[config.mk]
export PLATFORM = sky130hd
export DESIGN_NAME = mrl_round
export DESIGN_NICKNAME = d
export VERILOG_FILES = /design/src/design/mrl_round.sv
export SDC_FILE = /design/constraint.sdc
export NUM_CORES = 1
export LEC_CHECK = 0
export ABC_CLOCK_PERIOD_IN_PS = 13600
export BUFFER_PORTS_ARGS = -buffer_cell sky130_fd_sc_hd__clkbuf_2
export CORE_MARGIN = 2
export CORE_UTILIZATION = 50
export CTS_BUF_LIST = sky130_fd_sc_hd__clkbuf_4 sky130_fd_sc_hd__clkbuf_8
export DETAILED_ROUTE_END_ITERATION = 7
export GPL_ROUTABILITY_DRIVEN = 0
export MAX_ROUTING_LAYER = met4
export PLACE_DENSITY = 0.68
export SKIP_LAST_GASP = 1
export SYNTH_ARGS = -nofsm -noshare
export SYNTH_HDL_FRONTEND = slang
export SYNTH_SLANG_ARGS = --single-unit
[constraint.sdc]
create_clock -name clk -period 13.6 [get_ports clk]
set_input_delay 4.08 -clock clk [delete_from_list [all_inputs] [get_ports clk]]
set_output_delay 4.08 -clock clk [all_outputs]
set_load 0.01 [all_outputs]
[src/design/mrl_round.sv]
`default_nettype none

module mrl_round #(
  parameter int W    = 106,
  parameter int MB   = 53,
  parameter int EW   = 11,
  parameter int BIAS = 1023,
  parameter int EXW  = 14
) (
  input  wire logic                   clk,
  input  wire logic                   en,
  input  wire logic                   in_sign,
  input  wire logic [W-1:0]           in_mag,
  input  wire logic signed [EXW-1:0]  in_exp,
  input  wire logic                   in_spec,
  input  wire logic [EW+MB-1:0]       in_word,
  output logic      [EW+MB-1:0]       out_word
);

  localparam int IW  = 16;
  localparam int LZW = $clog2(W + 1);
  localparam int RW  = $clog2(W + 2);
  localparam int LW  = $clog2(MB + 1);
  localparam int FW  = EW + MB - 1;

  localparam logic signed [IW-1:0] WM1    = IW'(W - 1);
  localparam logic signed [IW-1:0] MBM1   = IW'(MB - 1);
  localparam logic signed [IW-1:0] EMIN_S = IW'(2 - BIAS - MB);
  localparam logic signed [IW-1:0] BIAS_S = IW'(BIAS);
  localparam logic signed [IW-1:0] BE_OFF = IW'(MB + BIAS - 2);
  localparam logic signed [IW-1:0] RMAX_S = IW'(W + 1);

  // stage a: leading zero count
  logic [LZW-1:0] lz;
  logic           a_sign, a_zero, a_spec;
  logic [W-1:0]   a_mag;
  logic signed [IW-1:0] a_exp;
  logic [LZW-1:0] a_lz;
  logic [FW:0]    a_word;

  always_comb begin
    lz = LZW'(W);
    for (int i = 0; i < W; i++) begin
      if (in_mag[i]) begin
        lz = LZW'(W - 1 - i);
      end
    end
  end

  always_ff @(posedge clk) begin
    if (en) begin
      a_sign <= in_sign;
      a_mag  <= in_mag;
      a_exp  <= IW'(in_exp);
      a_lz   <= lz;
      a_zero <= (in_mag == '0);
      a_spec <= in_spec;
      a_word <= in_word;
    end
  end

  // stage b: target lsb weight, shift amounts, overflow
  logic signed [IW-1:0] lz_s, top, lsb_n, lsbw, dd, be_full;
  logic [RW-1:0] rsh;
  logic [LW-1:0] lsh;
  logic          b_sign, b_zero, b_spec, b_ovf;
  logic [W-1:0]  b_mag;
  logic [RW-1:0] b_rsh;
  logic [LW-1:0] b_lsh;
  logic [EW-1:0] b_be;
  logic [FW:0]   b_word;

  always_comb begin
    lz_s    = IW'(a_lz);
    top     = a_exp + WM1 - lz_s;
    lsb_n   = top - MBM1;
    lsbw    = (lsb_n < EMIN_S) ? EMIN_S : lsb_n;
    dd      = lsbw - a_exp;
    be_full = lsbw + BE_OFF;
    if (dd > RMAX_S) begin
      rsh = RW'(W + 1);
    end else if (dd > 0) begin
      rsh = dd[RW-1:0];
    end else begin
      rsh = '0;
    end
    lsh = (dd < 0) ? LW'(-dd) : '0;
  end

  always_ff @(posedge clk) begin
    if (en) begin
      b_sign <= a_sign;
      b_zero <= a_zero;
      b_spec <= a_spec;
      b_word <= a_word;
      b_mag  <= a_mag;
      b_rsh  <= rsh;
      b_lsh  <= lsh;
      b_be   <= be_full[EW-1:0];
      b_ovf  <= (top > BIAS_S);
    end
  end

  // stage c: align to the kept bits, collect guard and sticky
  logic [2*W-1:0] ext;
  logic [W-1:0]   kept_l;
  logic [MB-1:0]  mant;
  logic           c_sign, c_zero, c_spec, c_ovf, c_guard, c_sticky;
  logic [MB-1:0]  c_mant;
  logic [EW-1:0]  c_be;
  logic [FW:0]    c_word;

  always_comb begin
    ext    = {b_mag, {W{1'b0}}} >> b_rsh;
    kept_l = b_mag << b_lsh;
    mant   = (b_lsh != '0) ? kept_l[MB-1:0] : ext[W+MB-1:W];
  end

  always_ff @(posedge clk) begin
    if (en) begin
      c_sign   <= b_sign;
      c_zero   <= b_zero;
      c_spec   <= b_spec;
      c_ovf    <= b_ovf;
      c_word   <= b_word;
      c_be     <= b_be;
      c_mant   <= mant;
      c_guard  <= ext[W-1];
      c_sticky <= |ext[W-2:0];
    end
  end

  // stage d: round to nearest even and pack
  logic          inc;
  logic [FW-1:0] rounded;

  always_comb begin
    inc     = c_guard & (c_sticky | c_mant[0]);
    rounded = {c_be, {(MB-1){1'b0}}} + FW'(c_mant) + FW'(inc);
  end

  always_ff @(posedge clk) begin
    if (en) begin
      if (c_spec) begin
        out_word <= c_word;
      end else if (c_zero) begin
        out_word <= {c_sign, {FW{1'b0}}};
      end else if (c_ovf) begin
        out_word <= {c_sign, {EW{1'b1}}, {(MB-1){1'b0}}};
      end else begin
        out_word <= {c_sign, rounded};
      end
    end
  end

endmodule

`default_nettype wire

==> results of run 1 <==
[registers in the layout (all words and copies together) (netlist names), 6 cells and up]
signal	flops
a_word	64
a_exp	14
b_rsh	7
a_lz	7
b_word	64
out_word	64
b_mag	106
c_word	64
b_lsh	6
c_be	11
c_mant	53
b_be	11
a_mag	106
[per-stage QoR]
step	instance area, um2	util
global placement	35720	0.5328
floorplan	33790	-
detailed placement	35720	0.5328
global route	37770	0.5634
CTS	37760	0.5633
finish	37770	0.5634
[worst paths after layout]
path	cells past startpoint	end
worst max-delay path	26	b_rsh[4]$_SDFFCE_PP0P_
worst min register to register	0	c_be[3]$_DFFE_PP_
worst min-delay path	0	c_be[3]$_DFFE_PP_
worst max register to register	26	b_rsh[4]$_SDFFCE_PP0P_
[kinds of logic (layout without fill, tap and decap cells)]
kind of cell,count (synthesis),count (layout),synth area share
adder cells (fa/ha/maj),46,46,0.01748
AO/OA/AOI/OAI,559,559,0.1030
multiplexers,433,433,0.1860
AND/OR/NAND/NOR,847,847,0.1152
other,0,3,0
flip-flops,590,590,0.5243
buffers and inverters,232,538,0.02862
XOR/XNOR,98,98,0.02540
[cell type report]
| type | count | area share |
|---|---|---|
| Timing Repair Buffer | 276 | 0.03915 |
| Tap cell | 873 | 0.02892 |
| Sequential cell | 590 | 0.4691 |
| Antenna cell | 3 | 0.0001988 |
| Clock buffer | 120 | 0.03992 |
| Inverter | 85 | 0.008513 |
| Multi-Input combinational cell | 1983 | 0.4000 |
| Clock inverter | 57 | 0.01424 |
[cell usage in the layout (no fill, tap or decap), types with 16 or more instances in the layout]
cell	netlist	layout
edfxtp_1	590	590
nand2_1	297	297
nor2_1	253	253
clkbuf_2	0	250
o21ai_0	182	182
mux2i_1	172	172
mux4_2	139	139
a21oi_1	118	118
mux2_2	118	118
clkbuf_8	0	97
inv_1	79	79
o22ai_1	60	60
xnor2_1	53	53
nand3_1	52	52
nor3_1	50	50
xor2_1	45	45
ha_1	44	44
nor4_1	36	36
nand4_1	30	30
clkinv_1	1	27
o211ai_1	23	23
clkbuf_4	0	23
buf_4	1	23
and2_1	17	17
nand2b_1	17	17
o221ai_1	17	17
a21o_1	16	16
and3_1	16	16
[worst max-delay path: stages (launching register included)]
cell and delay [ps]:
edfxtp_1 380, inv_1 90, ha_1 280, inv_1 40
ha_1 210, fa_1 460, a21o_1 190, a211o_1 300
a2111oi_0 520, o311ai_0 330, xor2_1 240, or2_2 380
nor3_1 270, and2_1 230, a22oi_1 100, ha_1 430
or2_2 390, ha_1 270, a21boi_0 130, o21a_1 210
o41ai_1 400, a21oi_1 160, o41ai_1 550, o21a_1 180
o31ai_1 140, nor2_1 410, and3b_1 230
[power by group through the flow]
stage,clock (uW),sequential (uW),combinational (uW)
6_report,1610,2490,3240
2_1_floorplan,0,2460,2150
3_5_place_dp,0,2530,3030
3_3_place_gp,0,2510,2990
5_1_grt,1730,2520,3390
4_1_cts,1650,2490,3050
[metal layers]
metal / GRT usage / vias up / wire length (um)
met5: - / - / 0
met4: 0.09628 / 0 / 3848
met3: 0.05611 / 305 / 9120
met2: 0.4063 / 1600 / 41930
met1: 0.3595 / 12030 / 37420
li1: - / 11340 / -
==> flow_summary_export.csv, run 1 <==
group,metric,value,unit
worst_setup_path,crit_type,"flop to flop",
power_and_ir_drop,combinationalPowerShare,0.441,
synthesis,synthTopCellsByArea,"edfxtp_1 52%, mux4_2 9.3%, mux2i_1 5.1%",
outcome,status,"finished with violations",
cts,post_cts_resized,0,
power_and_ir_drop,p_per_area,194.4,nW/um2
worst_setup_path,required,14070,ps
floorplan,initial_core_util,0.5041,
global_route,grt_pass1_wl,141000,um
synthesis,yosysUniqueCellTypes,79,
synthesis,synth.most_common_cell,"edfxtp_1",
power_and_ir_drop,p_sw,2944,uW
placement,dp_hpwl,68410,um
global_route,antenna_found_initial,3,
cts,numClockSinks,590,
timing,drv_slew,0,
timing,finalHoldViolCount,0,
timing,fmax,0.1286,GHz
synthesis,yosys-top-cells-count,"590 x edfxtp_1, 297 x nand2_1, 253 x nor2_1",
floorplan,core-area,67040,um2
drt,wirelength,92310,um
worst_setup_path,start_kind,"flop",
cts,htree_levels,3,
timing,grt_setup_unrepaired,"no",
floorplan,fp.dieH,264.0,um
cts,cts_buffers,97,
cts,path_clk_slew,60,ps
floorplan,ios,252,
finish,fillerInstances,5499,
drt,drc_errors,116,
synthesis,ys_async_sr_fraction,0,
timing,min_period,7779,ps
synthesis,syn_nets,3039,
cts,ctsHoldBuffers,0,
synthesis,synth-main-ff-cell,"edfxtp_1",
min_path,min-delay-start,"b_be[3]$_DFFE_PP_",
worst_setup_path,r2r_slack,5820,ps
floorplan,fp.dieW,264.0,um
timing,final.period_utilization,0.5720,
synthesis,synth_area,33790,um2
floorplan,die-area,69680,um2
timing,fin_tns_setup,0,ps
finish,instances_no_fill,3987,
timing,timing.slew.headroom,0.1269,
cts,clockBufferDepth,3,
finish,final_nets,3267,
power_and_ir_drop,seqPwrFrac,0.339,
global_route,grt_max_degree,183,
cts,root_buffer,"clkbuf_8",
drt,vias,25270,
synthesis,yosysTopAreaCellShare,0.5243,
worst_setup_path,arrival,8250,ps
floorplan,fp-row-count,95,
synthesis,yosys.area.top_type,"edfxtp_1",
timing,setup_viol,0,
cts,cts_tree,"done",
timing,tightest_slew,1302,ps
power_and_ir_drop,p_leak,0.01402,uW
worst_setup_path,crit_fanout,12,
drt,post_drt_wl_per_cell,23.15,um
synthesis,synthCells,2805,
cts,clk_latency,740,ps
synthesis,synth_edf_count,590,
global_route,grt_use_total,0.2681,
synthesis,yosysWarnings,0,
finish,area_delta_synth_final,11.77,%
drt,postRouteAntennaNets,0,
power_and_ir_drop,max-vdd-ir-drop,0.09614,mV
synthesis,synth-seq-cells,590,
min_path,hold_path.class,"flop to flop",
worst_setup_path,endpoint_kind,"flop",
timing,fin_ws,5821,ps
drt,drt-vias-per-instance,6.339,
finish,multi_input_area,15110,um2
power_and_ir_drop,switching_share,0.4010,
finish,seqCellArea,17720,um2
cts,post-cts-setup-buffers,0,
worst_setup_path,crit_start,"a_exp[1]$_DFFE_PP_",
global_route,first_global_vias,23920,
finish,drive_gt1_frac,0.2282,
timing,holdWs,405.1,ps
power_and_ir_drop,total_power,7341,uW
power_and_ir_drop,internal_power,4398,uW
job,drv_cap,0,
drt,dr.pass1.iters,8,
placement,placed_cells,3807,
global_route,overflow,0,
drt,drt_iter0_drc,3690,
placement,pre_cts_slack,5911,ps
synthesis,ys_seq_area_frac,0.5243,
worst_setup_path,reg2reg_from,"a_exp[1]$_DFFE_PP_",
power_and_ir_drop,p_clk_frac,0.219,
synthesis,syn_area_per_cell,12.05,um2
timing,clock_skew,56.15,ps
placement,portBuffers,251,
outcome,violations,"DRC",
(Power assumes the default switching activity.)
==> inputs of run 2 (changes only) <==
--- a/config.mk
+++ b/config.mk
@@ -5,7 +5,8 @@
 export SDC_FILE = /design/constraint.sdc
 export NUM_CORES = 1
 export LEC_CHECK = 0
-export ABC_CLOCK_PERIOD_IN_PS = 13600
+export ABC_AREA = 1
+export ABC_CLOCK_PERIOD_IN_PS = 7200
 export BUFFER_PORTS_ARGS = -buffer_cell sky130_fd_sc_hd__clkbuf_2
 export CORE_MARGIN = 2
 export CORE_UTILIZATION = 50
==> constraint.sdc (replaced) <==
create_clock -name clk -period 7.2 [get_ports clk]
set_input_delay 2.16 -clock clk [delete_from_list [all_inputs] [get_ports clk]]
set_output_delay 2.16 -clock clk [all_outputs]
set_load 0.01 [all_outputs]
==> flow_summary_export.csv, run 2 <==
group,metric,value,unit
timing,grt_setup_unrepaired,"yes",
synthesis,syn_area_per_cell,8.839,um2
synthesis,yosys.area.top_type,"edfxtp_1",
timing,holdWs,391.6,ps
synthesis,synth_area,33500,um2
synthesis,ys_seq_area_frac,0.5289,
worst_setup_path,crit_fanout,6,
synthesis,synth_edf_count,590,
global_route,grt_max_degree,160,
timing,drv_slew,0,
floorplan,die-area,69080,um2
finish,final_nets,4316,
drt,vias,27880,
timing,setup_viol,13,
timing,clock_skew,42.87,ps
global_route,grt_pass1_wl,141700,um
power_and_ir_drop,max-vdd-ir-drop,0.2185,mV
synthesis,yosysUniqueCellTypes,55,
drt,post_drt_wl_per_cell,18.62,um
worst_setup_path,r2r_slack,-420,ps
power_and_ir_drop,p_per_area,382.7,nW/um2
synthesis,ys_async_sr_fraction,0,
synthesis,synth.most_common_cell,"nand2_1",
cts,cts_tree,"done",
floorplan,core-area,66100,um2
floorplan,initial_core_util,0.5068,
power_and_ir_drop,total_power,14700,uW
global_route,grt_use_total,0.2719,
drt,wl_met3,8423,um
worst_setup_path,crit_start,"a_lz[1]$_SDFFCE_PP0P_",
min_path,min-delay-start,"b_word[0]$_DFFE_PP_",
worst_setup_path,crit_slowest_cell,"edfxtp_1",
placement,portBuffers,251,
worst_setup_path,start_kind,"flop",
cts,root_buffer,"clkbuf_8",
synthesis,yosys-top-cells-count,"1045 x nand2_1, 590 x edfxtp_1, 564 x o21ai_0",
cts,clk_latency,710,ps
min_path,hold_path.class,"flop to flop",
drt,wirelength,93570,um
drt,drt-vias-per-instance,5.547,
placement,dp_hpwl,71160,um
timing,final.period_utilization,1.058,
finish,layout_commonest_cell,"nand2_1",
finish,final_cell_mix,"1042 x nand2_1, 590 x edfxtp_1, 555 x o21ai_0, 371 x inv_1, 250 x clkbuf_2",
outcome,violations,"setup timing",
worst_setup_path,crit_type,"flop to flop",
floorplan,fp.dieH,262.8,um
timing,tightest_slew,1108,ps
synthesis,yosysTopAreaCellShare,0.5289,
cts,numClockSinks,590,
drt,dr.pass1.iters,8,
drt,wl_met2,41690,um
drt,routed.top_layer,"met4",
drt,wl_met1,40060,um
power_and_ir_drop,p_leak,0.01651,uW
job,drv_cap,0,
synthesis,synthCells,3790,
finish,area_delta_synth_final,14.68,%
synthesis,synth-main-ff-cell,"edfxtp_1",
worst_setup_path,arrival,8040,ps
worst_setup_path,reg2reg_from,"a_lz[1]$_SDFFCE_PP0P_",
worst_setup_path,cp_top_family,"compound AO/OA/AOI/OAI gates",
global_route,first_global_vias,25190,
synthesis,synthTopCellsByArea,"edfxtp_1 53%, nand2_1 12%, o21ai_0 8.4%",
finish,top_regs,"a_mag: 106 flops, b_mag: 106 flops",
timing,finalHoldViolCount,0,
worst_setup_path,required,7630,ps
finish,drive_gt1_frac,0.1573,
drt,postRouteAntennaNets,0,
global_route,antenna_found_initial,4,
synthesis,syn_nets,4024,
drt,drt_iter0_drc,3627,
floorplan,fp-row-count,94,
timing,timing.slew.headroom,0.2605,
timing,fin_ws,-416.8,ps
cts,clockBufferDepth,3,
worst_setup_path,cp_slowest_stage_delay,410,ps
global_route,overflow,0,
drt,drc_errors,0,
cts,cts_buffers,97,
timing,fmax,0.1313,GHz
cts,htree_levels,3,
worst_setup_path,cpMostUsedCell,"a21oi_2",
worst_setup_path,endpoint_kind,"flop",
cts,path_clk_slew,60,ps
timing,min_period,7617,ps
synthesis,yosysWarnings,0,
floorplan,fp.dieW,262.8,um
synthesis,synth-seq-cells,590,
outcome,status,"finished with violations",
floorplan,ios,252,
worst_setup_path,critPathBufInv,6,
==> run 2: changes by cell type after synthesis, sizes merged, moves of 21 or more <==
cell    previous run  this run
nand2            297      1045
o21ai            183       579
inv               84       413
mux4             143         0
mux2             118         1
clkbuf            86       142
o22ai             60        16
nand3             52        95
a21oi            118        76
xnor2             53        13
a32o               1        26
nor2             253       231
buf               61        40
==> run 2: power breakdown <==
group          leakage [uW]  total (uW)  switching, uW  internal, uW
clock               0.00102        2910           1310          1590
combinational       0.00968        7100           4950          2150
sequential          0.00581        4690            303          4390
==> run 2: worst register-to-register path, delay by kind of cell, from the launching register on <==
family	cells	cell delay (ps)
AND/OR/NAND/NOR	16	2060
XOR/XNOR	3	520
adder cells (fa/ha/maj)	5	1390
flip-flops	1	410
AO/OA/AOI/OAI	19	2510
buffers and inverters	6	460
==> run 2: worst paths after layout <==
kind,to,cells after the start
worst min-delay path,c_word[0]$_DFFE_PP_,0
worst min register to register,c_word[0]$_DFFE_PP_,0
worst max-delay path,b_rsh[1]$_SDFFCE_PP1P_,49
worst max register to register,b_rsh[1]$_SDFFCE_PP1P_,49
==> run 2: per-layer routing <==
layer  GRT usage  vias to the layer above
met5           -                        -
met4      0.1019                        0
met3     0.04610                      223
met2      0.4057                     1412
met1      0.3739                    12610
li1            -                    13640
==> run 2: area by class of cell <==
class	count	area (um2)
inverters	425	1679
flip-flops and latches	590	17720
well taps	864	1081
diodes	4	10.01
clock inverters	46	351.6
multi-input cells	2593	13730
repair buffers	375	2258
clock buffers	129	1588
fillers	5856	27680
==> run 2: timing repair <==
| action | in CTS | in global routing |
|---|---|---|
| cloned | 0 | 0 |
| pin swaps | 30 | 32 |
| hold buffers | 0 | 0 |
| gates resized for setup | 23 | 34 |
| setup buffers | 20 | 11 |
| endpoints found under the setup margin | 10 | 24 |
==> run 2: stage by stage <==
step	setup TNS [ps]	setup slack (ps)	cell area [um2]	utilization	instances
detailed placement	-3527	-444.2	36000	0.5446	4816
CTS	-614.2	-98.72	38200	0.5779	5011
global placement	-2201	-439.6	36000	0.5446	4816
global route	-11570	-1022	38420	0.5812	5026
finish	-3620	-416.8	38420	0.5812	5026
floorplan	-1259	-191.5	33590	-	3790
==> run 2: logic make-up (layout without fill, tap and decap cells) <==
kind of cell	count (synthesis)	after routing	synth area share
buffers and inverters	607	975	0.07048
AND/OR/NAND/NOR	1502	1502	0.1807
multiplexers	173	173	0.05173
XOR/XNOR	39	39	0.01020
adder cells (fa/ha/maj)	46	46	0.01763
other	0	4	0
flip-flops	590	590	0.5289
AO/OA/AOI/OAI	833	833	0.1404
